**src/hw/rtl/otwg_pkg.sv**
```systemverilog
`timescale 1ns / 1ps
// ----------------------------------------------------------------------------
// otwg_pkg
// Shared types and constants of the overlapping tile window generator.
// ----------------------------------------------------------------------------
package otwg_pkg;

    localparam int COORD_BITS         = 16;
    localparam int MAX_TILES_DEFAULT  = 8;
    localparam int THR_BITS           = 17;
    localparam int MUL_W              = 17;
    localparam int PROD_W             = 2 * MUL_W;
    localparam int ADDR_W             = 4;
    localparam int DATA_W             = 32;

    localparam logic [1:0] REG_WINDOW_SIZE    = 2'd0;
    localparam logic [1:0] REG_WINDOW_GAP     = 2'd1;
    localparam logic [1:0] REG_AREA_THRESHOLD = 2'd2;

    localparam logic [COORD_BITS-1:0] WINDOW_SIZE_RESET    = 16'd1024;
    localparam logic [COORD_BITS-1:0] WINDOW_GAP_RESET     = 16'd200;
    localparam logic [THR_BITS-1:0]   AREA_THRESHOLD_RESET = 17'd39322;

    localparam logic [1:0] OUTCOME_WINDOW    = 2'd0;
    localparam logic [1:0] OUTCOME_EMPTY     = 2'd1;
    localparam logic [1:0] OUTCOME_BAD_GAP   = 2'd2;
    localparam logic [1:0] OUTCOME_TRUNCATED = 2'd3;

    typedef struct packed {
        logic [COORD_BITS-1:0] image_width;
        logic [COORD_BITS-1:0] image_height;
    } in_word_t;

    typedef struct packed {
        logic [COORD_BITS-1:0] left_edge;
        logic [COORD_BITS-1:0] top_edge;
        logic [COORD_BITS-1:0] right_edge;
        logic [COORD_BITS-1:0] bottom_edge;
        logic [1:0]            outcome;
        logic                  last_of_image;
    } out_word_t;

endpackage

```
**src/hw/rtl/otwg_mul.sv**
```systemverilog
`timescale 1ns / 1ps
// ----------------------------------------------------------------------------
// otwg_mul
// Shared unsigned multiplier with a registered product, one result a cycle.
// ----------------------------------------------------------------------------
module otwg_mul
    import otwg_pkg::*;
(
    input  logic              clk,
    input  logic [MUL_W-1:0]  op_a,
    input  logic [MUL_W-1:0]  op_b,
    output logic [PROD_W-1:0] product
);

    logic [PROD_W-1:0] product_reg;

    always_ff @(posedge clk)
    begin
        product_reg <= op_a * op_b;
    end

    assign product = product_reg;

endmodule

```
**src/hw/rtl/overlapping_tile_window_generator_unit.sv**
```systemverilog
`timescale 1ns / 1ps
// ----------------------------------------------------------------------------
// overlapping_tile_window_generator_unit
// Emits the overlapping square crop windows that tile one image.
// ----------------------------------------------------------------------------
// One image word is taken while the unit is idle. It then counts the windows
// of each axis with one shared accumulator, one candidate start a cycle (up to
// MAX_TILES_PER_AXIS starts per axis), runs the area-fraction test through one
// shared 17x17 multiplier followed by a sum step and a compare step, and
// finally hands out one result word a cycle while out_ready is high. An image
// gives at most MAX_TILES_PER_AXIS squared windows; a bad gap gives a single
// word. in_ready stays low until the last word is loaded for output.
// ----------------------------------------------------------------------------
module overlapping_tile_window_generator_unit
    import otwg_pkg::*;
#(
    parameter int MAX_TILES_PER_AXIS = MAX_TILES_DEFAULT
)
(
    input  logic              clk,
    input  logic              rst_n,
    input  logic              in_valid,
    output logic              in_ready,
    input  in_word_t          in_data,
    output logic              out_valid,
    input  logic              out_ready,
    output out_word_t         out_data,
    input  logic              psel,
    input  logic              penable,
    input  logic              pwrite,
    input  logic [ADDR_W-1:0] paddr,
    input  logic [DATA_W-1:0] pwdata,
    output logic [DATA_W-1:0] prdata,
    output logic              pready
);

    localparam int CNT_W = $clog2(MAX_TILES_PER_AXIS + 1);
    localparam int ACC_W = COORD_BITS + 2;
    localparam int AREA_W = 2 * COORD_BITS;
    localparam int RHS_W = PROD_W + COORD_BITS;

    typedef enum logic [6:0] {
        ST_IDLE   = 7'b0000001,
        ST_COUNT  = 7'b0000010,
        ST_MUL    = 7'b0000100,
        ST_SUM    = 7'b0001000,
        ST_CMP    = 7'b0010000,
        ST_EMIT   = 7'b0100000,
        ST_SINGLE = 7'b1000000
    } state_t;

    logic [COORD_BITS-1:0] size_reg;
    logic [COORD_BITS-1:0] gap_reg;
    logic [THR_BITS-1:0]   thr_reg;

    state_t                state_reg, state_next;
    logic [COORD_BITS-1:0] w_reg, w_next;
    logic [COORD_BITS-1:0] h_reg, h_next;
    logic                  axis_reg, axis_next;
    logic [ACC_W-1:0]      acc_reg, acc_next;
    logic [CNT_W-1:0]      n_reg, n_next;
    logic [CNT_W-1:0]      nx_reg, nx_next;
    logic [CNT_W-1:0]      ny_reg, ny_next;
    logic                  tx_reg, tx_next;
    logic                  ty_reg, ty_next;
    logic [2:0]            phase_reg, phase_next;
    logic [AREA_W-1:0]     area_reg, area_next;
    logic [AREA_W-1:0]     win_reg, win_next;
    logic [PROD_W-1:0]     plo_reg, plo_next;
    logic [PROD_W-1:0]     phi_reg, phi_next;
    logic [RHS_W-1:0]      rhs_reg, rhs_next;
    logic [1:0]            single_reg, single_next;
    logic [CNT_W-1:0]      col_reg, col_next;
    logic [CNT_W-1:0]      row_reg, row_next;
    logic [COORD_BITS-1:0] col_start_reg, col_start_next;
    logic [COORD_BITS-1:0] row_start_reg, row_start_next;
    logic                  out_valid_reg, out_valid_next;
    out_word_t             out_data_reg, out_data_next;

    logic [COORD_BITS-1:0] step;
    logic [COORD_BITS-1:0] clip_x;
    logic [COORD_BITS-1:0] clip_y;
    logic [COORD_BITS-1:0] len;
    logic [ACC_W-1:0]      reach;
    logic [MUL_W-1:0]      op_a;
    logic [MUL_W-1:0]      op_b;
    logic [PROD_W-1:0]     product;
    logic                  slot_free;
    logic                  last_col;
    logic                  last_row;
    logic [COORD_BITS-1:0] left;
    logic [COORD_BITS-1:0] top;
    logic [1:0]            cfg_index;

    assign cfg_index = paddr[ADDR_W-1:2];
    assign pready    = 1'b1;

    always_ff @(posedge clk or negedge rst_n)
    begin
        if (!rst_n)
        begin
            size_reg <= WINDOW_SIZE_RESET;
            gap_reg  <= WINDOW_GAP_RESET;
            thr_reg  <= AREA_THRESHOLD_RESET;
        end
        else if (psel && penable && pwrite)
        begin
            case (cfg_index)
                REG_WINDOW_SIZE:    size_reg <= pwdata[COORD_BITS-1:0];
                REG_WINDOW_GAP:     gap_reg  <= pwdata[COORD_BITS-1:0];
                REG_AREA_THRESHOLD: thr_reg  <= pwdata[THR_BITS-1:0];
                default:            ;
            endcase
        end
    end

    always_comb
    begin
        case (cfg_index)
            REG_WINDOW_SIZE:    prdata = DATA_W'(size_reg);
            REG_WINDOW_GAP:     prdata = DATA_W'(gap_reg);
            REG_AREA_THRESHOLD: prdata = DATA_W'(thr_reg);
            default:            prdata = '0;
        endcase
    end

    assign step      = size_reg - gap_reg;
    assign clip_x    = (w_reg < size_reg) ? w_reg : size_reg;
    assign clip_y    = (h_reg < size_reg) ? h_reg : size_reg;
    assign len       = axis_reg ? h_reg : w_reg;
    assign reach     = acc_reg + ACC_W'(size_reg);
    assign slot_free = !out_valid_reg || out_ready;
    assign last_col  = (col_reg == CNT_W'(nx_reg - 1'b1));
    assign last_row  = (row_reg == CNT_W'(ny_reg - 1'b1));
    assign left      = (last_col && nx_reg != CNT_W'(1) && !tx_reg)
                       ? (w_reg - size_reg) : col_start_reg;
    assign top       = (last_row && ny_reg != CNT_W'(1) && !ty_reg)
                       ? (h_reg - size_reg) : row_start_reg;

    always_comb
    begin
        case (phase_reg)
            3'd0:
            begin
                op_a = MUL_W'(clip_x);
                op_b = MUL_W'(clip_y);
            end
            3'd1:
            begin
                op_a = MUL_W'(size_reg);
                op_b = MUL_W'(size_reg);
            end
            3'd2:
            begin
                op_a = MUL_W'(thr_reg);
                op_b = MUL_W'(product[COORD_BITS-1:0]);
            end
            3'd3:
            begin
                op_a = MUL_W'(thr_reg);
                op_b = MUL_W'(win_reg[AREA_W-1:COORD_BITS]);
            end
            default:
            begin
                op_a = '0;
                op_b = '0;
            end
        endcase
    end

    otwg_mul u_mul (
        .clk     (clk),
        .op_a    (op_a),
        .op_b    (op_b),
        .product (product)
    );

    always_comb
    begin
        state_next     = state_reg;
        w_next         = w_reg;
        h_next         = h_reg;
        axis_next      = axis_reg;
        acc_next       = acc_reg;
        n_next         = n_reg;
        nx_next        = nx_reg;
        ny_next        = ny_reg;
        tx_next        = tx_reg;
        ty_next        = ty_reg;
        phase_next     = phase_reg;
        area_next      = area_reg;
        win_next       = win_reg;
        plo_next       = plo_reg;
        phi_next       = phi_reg;
        rhs_next       = rhs_reg;
        single_next    = single_reg;
        col_next       = col_reg;
        row_next       = row_reg;
        col_start_next = col_start_reg;
        row_start_next = row_start_reg;
        out_valid_next = out_ready ? 1'b0 : out_valid_reg;
        out_data_next  = out_data_reg;

        case (state_reg)
            ST_IDLE:
            begin
                if (in_valid)
                begin
                    w_next = in_data.image_width;
                    h_next = in_data.image_height;
                    if (gap_reg >= size_reg)
                    begin
                        single_next = OUTCOME_BAD_GAP;
                        state_next  = ST_SINGLE;
                    end
                    else
                    begin
                        axis_next  = 1'b0;
                        acc_next   = '0;
                        n_next     = CNT_W'(1);
                        state_next = ST_COUNT;
                    end
                end
            end
            ST_COUNT:
            begin
                if (reach >= ACC_W'(len) || n_reg == CNT_W'(MAX_TILES_PER_AXIS))
                begin
                    acc_next = '0;
                    n_next   = CNT_W'(1);
                    if (!axis_reg)
                    begin
                        nx_next   = n_reg;
                        tx_next   = (reach < ACC_W'(len));
                        axis_next = 1'b1;
                    end
                    else
                    begin
                        ny_next    = n_reg;
                        ty_next    = (reach < ACC_W'(len));
                        phase_next = 3'd0;
                        state_next = ST_MUL;
                    end
                end
                else
                begin
                    acc_next = acc_reg + ACC_W'(step);
                    n_next   = n_reg + 1'b1;
                end
            end
            ST_MUL:
            begin
                phase_next = phase_reg + 3'd1;
                case (phase_reg)
                    3'd1:    area_next = product[AREA_W-1:0];
                    3'd2:    win_next  = product[AREA_W-1:0];
                    3'd3:    plo_next  = product;
                    3'd4:
                    begin
                        phi_next   = product;
                        state_next = ST_SUM;
                    end
                    default: ;
                endcase
            end
            ST_SUM:
            begin
                rhs_next   = RHS_W'(plo_reg) + {phi_reg, {COORD_BITS{1'b0}}};
                state_next = ST_CMP;
            end
            ST_CMP:
            begin
                if (RHS_W'({area_reg, {COORD_BITS{1'b0}}}) >= rhs_reg)
                begin
                    col_next       = '0;
                    row_next       = '0;
                    col_start_next = '0;
                    row_start_next = '0;
                    state_next     = ST_EMIT;
                end
                else
                begin
                    single_next = OUTCOME_EMPTY;
                    state_next  = ST_SINGLE;
                end
            end
            ST_EMIT:
            begin
                if (slot_free)
                begin
                    out_valid_next              = 1'b1;
                    out_data_next.left_edge     = left;
                    out_data_next.top_edge      = top;
                    out_data_next.right_edge    = left + size_reg;
                    out_data_next.bottom_edge   = top + size_reg;
                    out_data_next.last_of_image = last_col && last_row;
                    out_data_next.outcome       = (last_col && last_row && (tx_reg || ty_reg))
                                                  ? OUTCOME_TRUNCATED : OUTCOME_WINDOW;
                    if (last_row)
                    begin
                        row_next       = '0;
                        row_start_next = '0;
                        col_next       = col_reg + 1'b1;
                        col_start_next = col_start_reg + step;
                        if (last_col)
                        begin
                            state_next = ST_IDLE;
                        end
                    end
                    else
                    begin
                        row_next       = row_reg + 1'b1;
                        row_start_next = row_start_reg + step;
                    end
                end
            end
            ST_SINGLE:
            begin
                if (slot_free)
                begin
                    out_valid_next              = 1'b1;
                    out_data_next.left_edge     = '0;
                    out_data_next.top_edge      = '0;
                    out_data_next.right_edge    = '0;
                    out_data_next.bottom_edge   = '0;
                    out_data_next.outcome       = single_reg;
                    out_data_next.last_of_image = 1'b1;
                    state_next                  = ST_IDLE;
                end
            end
            default:
            begin
                state_next = ST_IDLE;
            end
        endcase
    end

    always_ff @(posedge clk or negedge rst_n)
    begin
        if (!rst_n)
        begin
            state_reg     <= ST_IDLE;
            out_valid_reg <= 1'b0;
        end
        else
        begin
            state_reg     <= state_next;
            out_valid_reg <= out_valid_next;
        end
    end

    always_ff @(posedge clk)
    begin
        w_reg         <= w_next;
        h_reg         <= h_next;
        axis_reg      <= axis_next;
        acc_reg       <= acc_next;
        n_reg         <= n_next;
        nx_reg        <= nx_next;
        ny_reg        <= ny_next;
        tx_reg        <= tx_next;
        ty_reg        <= ty_next;
        phase_reg     <= phase_next;
        area_reg      <= area_next;
        win_reg       <= win_next;
        plo_reg       <= plo_next;
        phi_reg       <= phi_next;
        rhs_reg       <= rhs_next;
        single_reg    <= single_next;
        col_reg       <= col_next;
        row_reg       <= row_next;
        col_start_reg <= col_start_next;
        row_start_reg <= row_start_next;
        out_data_reg  <= out_data_next;
    end

    assign in_ready  = (state_reg == ST_IDLE);
    assign out_valid = out_valid_reg;
    assign out_data  = out_data_reg;

endmodule
```
**config.mk**
```make
export PLATFORM = sky130hd
export DESIGN_NAME = overlapping_tile_window_generator_unit
export DESIGN_NICKNAME = d
export VERILOG_FILES = /design/src/hw/rtl/otwg_pkg.sv /design/src/hw/rtl/otwg_mul.sv /design/src/hw/rtl/overlapping_tile_window_generator_unit.sv
export SDC_FILE = /design/constraint.sdc
export NUM_CORES = 2
export LEC_CHECK = 0
export BUFFER_PORTS_ARGS = -buffer_cell sky130_fd_sc_hd__buf_2
export CORE_ASPECT_RATIO = 0.5
export CORE_UTILIZATION = 30
export DETAILED_ROUTE_END_ITERATION = 7
export SYNTH_ARGS = -nofsm -noshare
export SYNTH_HDL_FRONTEND = slang
export SYNTH_SLANG_ARGS = --single-unit
```
**constraint.sdc**
```tcl
create_clock -name clk -period 22.8 [get_ports clk]
set_clock_uncertainty 0.15 [all_clocks]
set_input_delay 3.42 -clock clk [delete_from_list [all_inputs] [get_ports clk]]
set_output_delay 3.42 -clock clk [all_outputs]
set_load 0.05 [all_outputs]
```
==> qor.csv <==
stage;metric;value;unit
floorplanning;Die W;474.6;um
worst_setup_path;Worst EP required;23.15;ns
status;status;completed;
worst_setup_path;Reg-to-Reg End;u_mul.product[32];
floorplanning;io pins;177;
route;Routed WL per cell;21.26;um
synthesis;share of the synthesized area in the top cell type;0.3057;
clock_tree;Post-CTS Setup Inserts;0;
global_route;vias in the first global route;24320;
route;final antenna-violating net count;0;
layout;commonest non-fill, non-tap cell in the layout;inv_1;
synthesis;number of library cell types mapped by synthesis;83;
sta;Least-Margin Pin Slew;1.245;ns
power;Max VDD drop;0.00006767;V
synthesis;ys async rst share;0.1323;
sta;final hold slack;0.2686;ns
worst_setup_path;max incr delay on CP;0.87;ns
global_route;largest net degree at the start of global routing;68;
floorplanning;# rows;86;
route;First-pass DRT Iterations;6;
sta;Fmax;0.09352;GHz
worst_hold_path;Min-Delay Path Class;reg -> reg;
floorplanning;full die area;0.1131;mm2
synthesis;sequential fraction of the synthesis area;0.3684;
sta;final worst-path cycle share;0.4690;
floorplanning;initial core utilization;0.3034;
worst_setup_path;Crit. End Element;flop;
worst_hold_path;cell depth of the worst hold path;0;
sta;Setup TNS;0;ns
synthesis;Yosys warnings;0;
layout;fin cells;4919;
worst_setup_path;CP dominant cell by count;fa_1;
sta;Slew HR;0.1666;
worst_setup_path;length in cells of the worst reg-to-reg path;30;
worst_setup_path;CP arrival;11.04;ns
sta;Final min period;10.69;ns
sta;Final Hold Viols;0;
power;static leakage;16.07;nW
worst_setup_path;peak fanout along the critical path;30;
route;Iter 0 DRT Violations;2331;
global_route;first-pass GRT wire length;153300;um
layout;area grow syn2layout;12.72;%
worst_setup_path;kind of critical path;reg -> reg;
placed_design;DP Wirelength;83110;um
clock_tree;Longest Clk Path Bufs;3;
synthesis;top post-synthesis cells by area;edfxtp_1, fa_1, ha_1;
clock_tree;CTS buffer count;47;
floorplanning;core footprint;0.1104;mm2
clock_tree;post-CTS sizing;0;
job;max-cap viol count;0;
clock_tree;TritonCTS sink count;431;
placed_design;dpl cells;4831;
placed_design;routability cong.;0.9503;
sta;Final Max Slew Viols;0;
layout;Final #Nets;4000;
worst_setup_path;FF-to-FF setup slack;12.11;ns
worst_setup_path;startpoint types;flop;
route;detailed-route DRC error count;0;
synthesis;mapped cell area;0.03350;mm2
power;Final Power;5.163;mW
sta;RSZ-0062 raised after global routing;false;
placed_design;IO buf count;143;
sta;setup violators final;0;
synthesis;Yosys top cell by area;edfxtp_1;
synthesis;Post-synth EDFFs;341;
layout;most frequent cells in the layout;inv_1, edfxtp_1, ha_1;
floorplanning;Die Y;238.3;um
worst_hold_path;Hold Startpoint;plo_reg[8];
synthesis;syn_area_per_cell;10.38;um2
route;final wirelength;104600;um
clock_tree;cts hold-fix bufs;0;
power;Cell Pwr Density;136.7;mW/mm2
synthesis;flops & latches, synth;431;
clock_tree;worst skew pair latency;0.63;ns
synthesis;dominant synthesized flop cell;edfxtp_1;
layout;max FFs per register;67;
worst_setup_path;Crit. Startpoint;size_reg[12];
global_route;initial antenna violation count;11;
clock_tree;H-tree depth;2;
worst_hold_path;Hold Path Sink;rhs_reg[8];
route;Via density;5.078;
worst_setup_path;Slowest cell on crit path;dfrtp_1;
worst_setup_path;R2R Path Start;size_reg[12];
global_route;gr ovfl total;0;
layout;Fillers;11140;
clock_tree;clk root buf;clkbuf_16;
global_route;all-layer global routing usage;0.1831;
clock_tree;CTS clk-pin slew, worst paths;0.06;ns
route;Vias;24980;
synthesis;Cells after Synth;3228;
layout;fraction of layout cells with a size suffix above 1;0.1119;
clock_tree;CTS tree;built;
## worst max-delay path by stage
stage	slack, ns	to
2_1_floorplan	13.71	prdata[10]
3_3_place_gp	12.22	u_mul.product[32]
3_5_place_dp	12.27	u_mul.product[32]
4_1_cts	12.22	u_mul.product[32]
5_1_grt	11.76	u_mul.product[32]
6_report	12.11	u_mul.product[32]
## area by class of cell
| type | instances | area [um2] | area share |
|---|---|---|---|
| diodes | 1 | 2.502 | 0.00006627 |
| inverters | 363 | 1363 | 0.03608 |
| repair buffers | 194 | 1099 | 0.02909 |
| clock buffers | 57 | 1274 | 0.03373 |
| well taps | 1496 | 1872 | 0.04957 |
| multi-input cells | 2347 | 19400 | 0.5139 |
| clock inverters | 30 | 405.4 | 0.01074 |
| flip-flops and latches | 431 | 12340 | 0.3269 |
## where the power goes
| part | switching [mW] | total, mW | internal (mW) |
|---|---|---|---|
| Clock | 0.349 | 0.832 | 0.483 |
| Combinational | 1.92 | 3.12 | 1.20 |
| Sequential | 0.176 | 1.21 | 1.03 |
## critical path: cells and delay by family (launching register included)
| kind | cells | cell delay (ns) |
|---|---|---|
| AO/OA/AOI/OAI | 9 | 3.14 |
| adder cells (fa/ha/maj) | 8 | 3.97 |
| buffers and inverters | 5 | 0.94 |
| AND/OR/NAND/NOR | 7 | 1.34 |
| flip-flops | 1 | 0.87 |
| XOR/XNOR | 1 | 0.13 |
## per-stage QoR
step           area [um2]  setup WS [ns]    util
4_1_cts             37760          12.22  0.3420
5_1_grt             37760          11.76  0.3420
3_3_place_gp        36080          12.22  0.3268
6_report            37760          12.11  0.3420
3_5_place_dp        36080          12.27  0.3268
2_1_floorplan       33550          13.71       -
## cell usage after synthesis (all sizes together), types with 19 or more instances
cell type,instances
a211oi,28
clkbuf,50
buf,51
a221o,26
and2,63
nor2,298
o21a,23
ha,323
o21bai,20
mux2,40
nand4,20
mux2i,33
or3,19
a221oi,28
nand2,292
xnor2,118
edfxtp,341
and3,30
a21o,74
nor3,52
inv,363
dfrtp,44
a21oi,141
xor2,65
o21ai,141
fa,218
dfxtp,33
nor2b,23
nand2b,32
nand3,38
## cells by family after synthesis
logic type               Yosys count  share of synthesized area
multiplexers                      73                    0.02331
other                              2                  0.0002242
XOR/XNOR                         185                    0.04922
flip-flops                       431                     0.3684
buffers and inverters            464                    0.05599
AND/OR/NAND/NOR                  922                     0.1269
adder cells (fa/ha/maj)          541                     0.2509
AO/OA/AOI/OAI                    610                     0.1250
## per-layer routing
layer	GRT usage	wire length, um
met5	0	82
met4	0.06011	3649
met3	0.05267	10220
met2	0.2767	44630
met1	0.2501	45990
No activity file was read; power rests on OpenSTA's default activity.
